## config.mk

```make
export PLATFORM = sky130hd
export DESIGN_NAME = cah_queue
export DESIGN_NICKNAME = d
export VERILOG_FILES = /design/src/cylinder_axial_histogram_top_assert.svh /design/src/cah_pkg.sv /design/src/cah_queue.sv
export SDC_FILE = /design/constraint.sdc
export NUM_CORES = 1
export LEC_CHECK = 0
export BUFFER_PORTS_ARGS = -buffer_cell sky130_fd_sc_hd__buf_2
export CAP_MARGIN = 20
export CELL_PAD_IN_SITES_DETAIL_PLACEMENT = 0
export CELL_PAD_IN_SITES_GLOBAL_PLACEMENT = 2
export CORE_MARGIN = 2
export CORE_UTILIZATION = 36
export CTS_CLUSTER_DIAMETER = 60
export DETAILED_ROUTE_END_ITERATION = 8
export GPL_TIMING_DRIVEN = 0
export MAX_ROUTING_LAYER = met4
export PLACE_DENSITY_LB_ADDON = 0.1
export SYNTH_ARGS = -nofsm -noshare
export SYNTH_HDL_FRONTEND = slang
export SYNTH_SLANG_ARGS = --single-unit
```

## constraint.sdc

```tcl
create_clock -name clk -period 2.2 [get_ports clk]
set_clock_uncertainty 0.15 [all_clocks]
set_input_delay 0.44 -clock clk [delete_from_list [all_inputs] [get_ports clk]]
set_output_delay 0.44 -clock clk [all_outputs]
set_load 0.02 [all_outputs]
```

## src/cylinder_axial_histogram_top_assert.svh

```systemverilog
// assertion macros shared by the histogram block
`ifndef CYLINDER_AXIAL_HISTOGRAM_TOP_ASSERT_SVH
`define CYLINDER_AXIAL_HISTOGRAM_TOP_ASSERT_SVH

// implication checked at every clock edge outside reset
`define CAH_ASSERT_IMP(lbl, ante, cons) \
  lbl: assert property (@(posedge clk) disable iff (rst) (ante) |-> (cons)) \
    else $error("assertion failed");

// implication checked in the cycle after the antecedent
`define CAH_ASSERT_NEXT(lbl, ante, cons) \
  lbl: assert property (@(posedge clk) disable iff (rst) (ante) |=> (cons)) \
    else $error("assertion failed");

`endif

```

## src/cah_pkg.sv

```systemverilog
// ---------------------------------------------------------------------------
// cah_pkg
// shared types and constants of the cylinder axial histogram
// ---------------------------------------------------------------------------
`default_nettype none
package cah_pkg;
  localparam int BINS = 64;
  localparam int SPECIES = 8;
  localparam int FRAC_BITS = 16;
  localparam int BIN_W = 6;
  localparam int SP_W = 3;
  localparam int ADDR_W = SP_W + BIN_W;
  localparam int DEPTH = SPECIES * BINS;

  localparam logic [1:0] MODE_ADD1 = 2'd0;
  localparam logic [1:0] MODE_ADDN = 2'd1;
  localparam logic [1:0] MODE_READ = 2'd2;
  localparam logic [1:0] MODE_RDCLR = 2'd3;

  localparam logic [2:0] REG_START_X = 3'd0;
  localparam logic [2:0] REG_START_Y = 3'd1;
  localparam logic [2:0] REG_START_Z = 3'd2;
  localparam logic [2:0] REG_DIR_X = 3'd3;
  localparam logic [2:0] REG_DIR_Y = 3'd4;
  localparam logic [2:0] REG_DIR_Z = 3'd5;
  localparam logic [2:0] REG_BIN_INT = 3'd6;
  localparam logic [2:0] REG_MAX_RAD = 3'd7;

  // command passed from the geometry front to the counter back end
  typedef struct packed {
    logic [1:0]        mode;
    logic              hit;
    logic [BIN_W-1:0]  bin;
    logic [SP_W-1:0]   species;
    logic [15:0]       add_count;
  } cmd_t;

  typedef struct packed {
    logic signed [31:0] start_x;
    logic signed [31:0] start_y;
    logic signed [31:0] start_z;
    logic signed [17:0] dir_x;
    logic signed [17:0] dir_y;
    logic signed [17:0] dir_z;
    logic [30:0]        bin_interval;
    logic [30:0]        max_radius;
  } cfg_t;
endpackage
`default_nettype wire

```

## src/cah_queue.sv

```systemverilog
// ---------------------------------------------------------------------------
// cah_queue
// two-entry queue between geometry front and counter back end
// ---------------------------------------------------------------------------
`default_nettype none
module cah_queue (
  input  wire logic           clk,
  input  wire logic           rst,
  input  wire logic           wr_valid,
  output logic                wr_stall,
  input  wire cah_pkg::cmd_t  wr_data,
  output logic                rd_valid,
  input  wire logic           rd_stall,
  output cah_pkg::cmd_t       rd_data
);
  cah_pkg::cmd_t mem [2];
  logic wp, rp;
  logic [1:0] cnt;
  logic push, pop;

  assign wr_stall = (cnt == 2'd2);
  assign rd_valid = (cnt != 2'd0);
  assign rd_data = mem[rp];
  assign push = wr_valid && !wr_stall;
  assign pop = rd_valid && !rd_stall;

  always_ff @(posedge clk) begin
    if (push) begin
      mem[wp] <= wr_data;
    end
  end

  always_ff @(posedge clk) begin
    if (rst) begin
      wp <= 1'b0;
      rp <= 1'b0;
      cnt <= '0;
    end else begin
      if (push) wp <= !wp;
      if (pop) rp <= !rp;
      cnt <= cnt + 2'(push) - 2'(pop);
    end
  end
endmodule
`default_nettype wire

```

==> insert_results.sql <==
INSERT INTO impl_metrics (metric_group, metric, value, unit) VALUES
('run_status', 'outcome', 'completed', ''),
('run', 'max-cap-violations', '0', ''),
('grt', 'first_pass_grt_wire_length', '5920', 'um'),
('synth', 'post_synth.cell_area_avg', '19.6', 'um^2'),
('synth', 'number_of_flops_mapped_to_enable_cells_by_yosys', '56', ''),
('place', 'place.detailed.hpwl', '2600', 'um'),
('clock_network', 'clk-insertion-delay-late', '0.32', 'ns'),
('critical_path', 'critical_path.endpoint_type', 'primary output', ''),
('power', 'ir_drop', '0.000484', 'V'),
('grt', 'grtUsageTotal', '0.117', ''),
('critical_path', 'cpMaxStageDelayCell', 'sky130_fd_sc_hd__mux2_2', ''),
('synth', 'synth_nets', '149', ''),
('clock_network', 'clk_path_buf_depth', '2', ''),
('critical_path', 'cp.arrival', '1.50', 'ns'),
('clock_network', 'cts-resized-gates', '1', ''),
('timing', 'setup_viol_count_final', '0', ''),
('synth', 'post_synth_design_cell_area', '2260', 'um^2'),
('critical_path', 'crit_path_cell_trace', 'buf_4 > buf_6 > mux2_2 > buf_2', ''),
('timing', 'final_period_minus_worst_setup_slack', '2.09', 'ns'),
('routing', 'routed_wire_length', '3780', 'um'),
('timing', 'hold_viol_final', '0', ''),
('synth', 'synthesis.instances', '115', ''),
('floorplanning', 'die_h', '83.2', 'um'),
('grt', 'first_global_vias', '1247', ''),
('layout', 'synthToLayoutAreaGrowth', '26.9', '%'),
('routing', 'routed_via_density', '4.42', ''),
('grt', 'grt-ovfl-total', '0', ''),
('floorplanning', 'die_footprint', '6930', 'um^2'),
('layout', 'filler_cell_count', '541', ''),
('synth', 'synth_top_area_share', '0.744', ''),
('synth', 'yosys.cell_count.top_type', 'sky130_fd_sc_hd__edfxtp_1', ''),
('synth', 'synth_seq_area_share', '0.788', ''),
('routing', 'ant_nets', '0', ''),
('clock_network', 'holdBufCountCts', '0', ''),
('critical_path', 'path_max_fanout', '10', ''),
('clock_network', 'post_cts.repair.setup_buffers', '0', ''),
('floorplanning', 'start_util', '0.377', ''),
('clock_network', 'clockRootBuffer', 'sky130_fd_sc_hd__clkbuf_8', ''),
('layout', 'finish.net_count', '223', ''),
('critical_path', 'worstPathBufferInverterCount', '3', ''),
('routing', 'route.detailed.drc', '0', ''),
('routing', 'drt-wirelength-per-cell', '14.0', 'um'),
('timing', 'min_period_over_period', '0.949', ''),
('synth', 'netlist_top_cells_count', 'sky130_fd_sc_hd__edfxtp_1 (56), sky130_fd_sc_hd__mux2_2 (28), sky130_fd_sc_hd__dfxtp_1 (5), sky130_fd_sc_hd__inv_1 (4)', ''),
('synth', 'ys_types', '18', ''),
('timing', 'final.hold.worst_slack', '0.158', 'ns'),
('clock_network', 'clock-sinks', '61', ''),
('timing', 'worst_slew_pin_slew', '0.586', 'ns'),
('place', 'buffer_ports.inserted', '61', ''),
('synth', 'synth_top_cell_by_area', 'sky130_fd_sc_hd__edfxtp_1', ''),
('synth', 'top_cells_by_area_in_the_synthesized_netlist', 'sky130_fd_sc_hd__edfxtp_1 (74%), sky130_fd_sc_hd__mux2_2 (14%), sky130_fd_sc_hd__dfxtp_1 (4.4%)', ''),
('synth', 'synth-main-ff-cell', 'sky130_fd_sc_hd__edfxtp_1', ''),
('routing', 'vias', '1190', ''),
('synth', 'synth-warning-count', '0', ''),
('hold_path', 'hold_class', 'primary input to register', ''),
('layout', 'layout_cell_share_with_drive_strength_beyond_1', '0.541', ''),
('grt', 'antenna_found_initial', '0', ''),
('critical_path', 'reg2reg_slack', '0.21', 'ns'),
('clock_network', 'cts_inserted_buffers', '9', ''),
('power', 'power-per-cell-area', '1100', 'nW/um^2'),
('timing', 'maxSlewViolCount', '0', ''),
('critical_path', 'critical-path-max-stage-delay', '0.35', 'ns'),
('place', 'gp_routability_congestion', '0.698', ''),
('grt', 'maximum_number_of_pins_on_one_net_before_global_route_repair', '20', ''),
('clock_network', 'tritoncts', 'yes', ''),
('timing', 'maxClockFrequency', '479', 'MHz'),
('timing', 'rel_slew_slack', '0.609', ''),
('synth', 'ff_latch_count_synth', '61', ''),
('critical_path', 'critical_path_class', 'register to primary output', ''),
('power', 'power', '3160', 'uW'),
('routing', 'length_of_the_first_detailed_routing_pass_in_iterations', '4', '');
==> metal layers <==
layer  part of all wire  wire length [um]  track usage  vias to the layer above
met3              0.058               219       0.0427                        6
li1                   -                 -            -                      587
met4              0.016                62       0.0715                        0
met5                  0                 0            -                        -
met2               0.54              2040        0.192                       37
met1               0.39              1460        0.119                      560
==> cells by family after synthesis <==
group,count (synthesis),share of synthesized area
buffers and inverters,8,0.0205
flip-flops,61,0.788
AND/OR/NAND/NOR,9,0.0216
XOR/XNOR,2,0.00775
multiplexers,28,0.140
adder cells (fa/ha/maj),2,0.0111
AO/OA/AOI/OAI,5,0.0111
==> power by group <==
group	internal, uW	total (uW)	switching, uW
sequential	1450	1500	41.4
combinational	388	896	508
clock	394	764	369
==> registers in the layout, summed over array words and instances, names as in the netlist, named ones only <==
register and count:
cnt 2, mem 56, rp 1, wp 1
==> stage by stage <==
stage | utilization | setup slack (ns) | TNS [ns] | cells | instance area [um^2]
2_1_floorplan | - | 0.246 | 0 | 115 | 2260
3_3_place_gp | 0.444 | -0.159 | -4.47 | 251 | 2660
3_5_place_dp | 0.453 | 0.0776 | 0 | 253 | 2710
4_1_cts | 0.478 | 0.0687 | 0 | 269 | 2870
5_1_grt | 0.478 | 0.0344 | 0 | 269 | 2870
6_report | 0.478 | 0.113 | 0 | 269 | 2870
==> placed cells by master, fill, tap and decap left out, types with 2 or more instances in the layout <==
cell type and count:
sky130_fd_sc_hd__buf_6 2, sky130_fd_sc_hd__edfxtp_1 56, sky130_fd_sc_hd__o21ai_0 2, sky130_fd_sc_hd__or3_1 2
sky130_fd_sc_hd__buf_16 2, sky130_fd_sc_hd__mux2_2 28, sky130_fd_sc_hd__dfxtp_1 5, sky130_fd_sc_hd__inv_1 4
sky130_fd_sc_hd__nor2_1 3, sky130_fd_sc_hd__ha_1 2, sky130_fd_sc_hd__clkinv_1 4, sky130_fd_sc_hd__clkbuf_1 3
sky130_fd_sc_hd__clkbuf_8 9, sky130_fd_sc_hd__buf_2 61, sky130_fd_sc_hd__a21oi_1 3
==> path summary, 6_finish.rpt <==
path	start	endpoint	cells after the start
hold reg to reg	wp	wp	2
setup / recovery	register	rd_data[23]	4
hold / removal	wr_data[7]	mem[0][7]	1
setup reg to reg	cnt[0]	mem[0][10]	5
==> cell type report <==
type	count	area [um^2]	share of cell area
plain buffers	3	30.0	0.0105
clock buffers	12	135	0.0471
clock inverters	4	15.0	0.00524
inverters	5	18.8	0.00655
multi-input cells	46	432	0.151
flip-flops and latches	61	1780	0.622
well taps	75	93.8	0.0327
repair buffers	63	360	0.126
==> worst register-to-register path: cells and delay by family (launching register included) <==
| kind | cells | cell delay [ns] |
|---|---|---|
| flip-flops | 1 | 0.34 |
| buffers and inverters | 3 | 0.72 |
| AND/OR/NAND/NOR | 2 | 0.47 |
No activity file was read; power rests on OpenSTA's default activity.
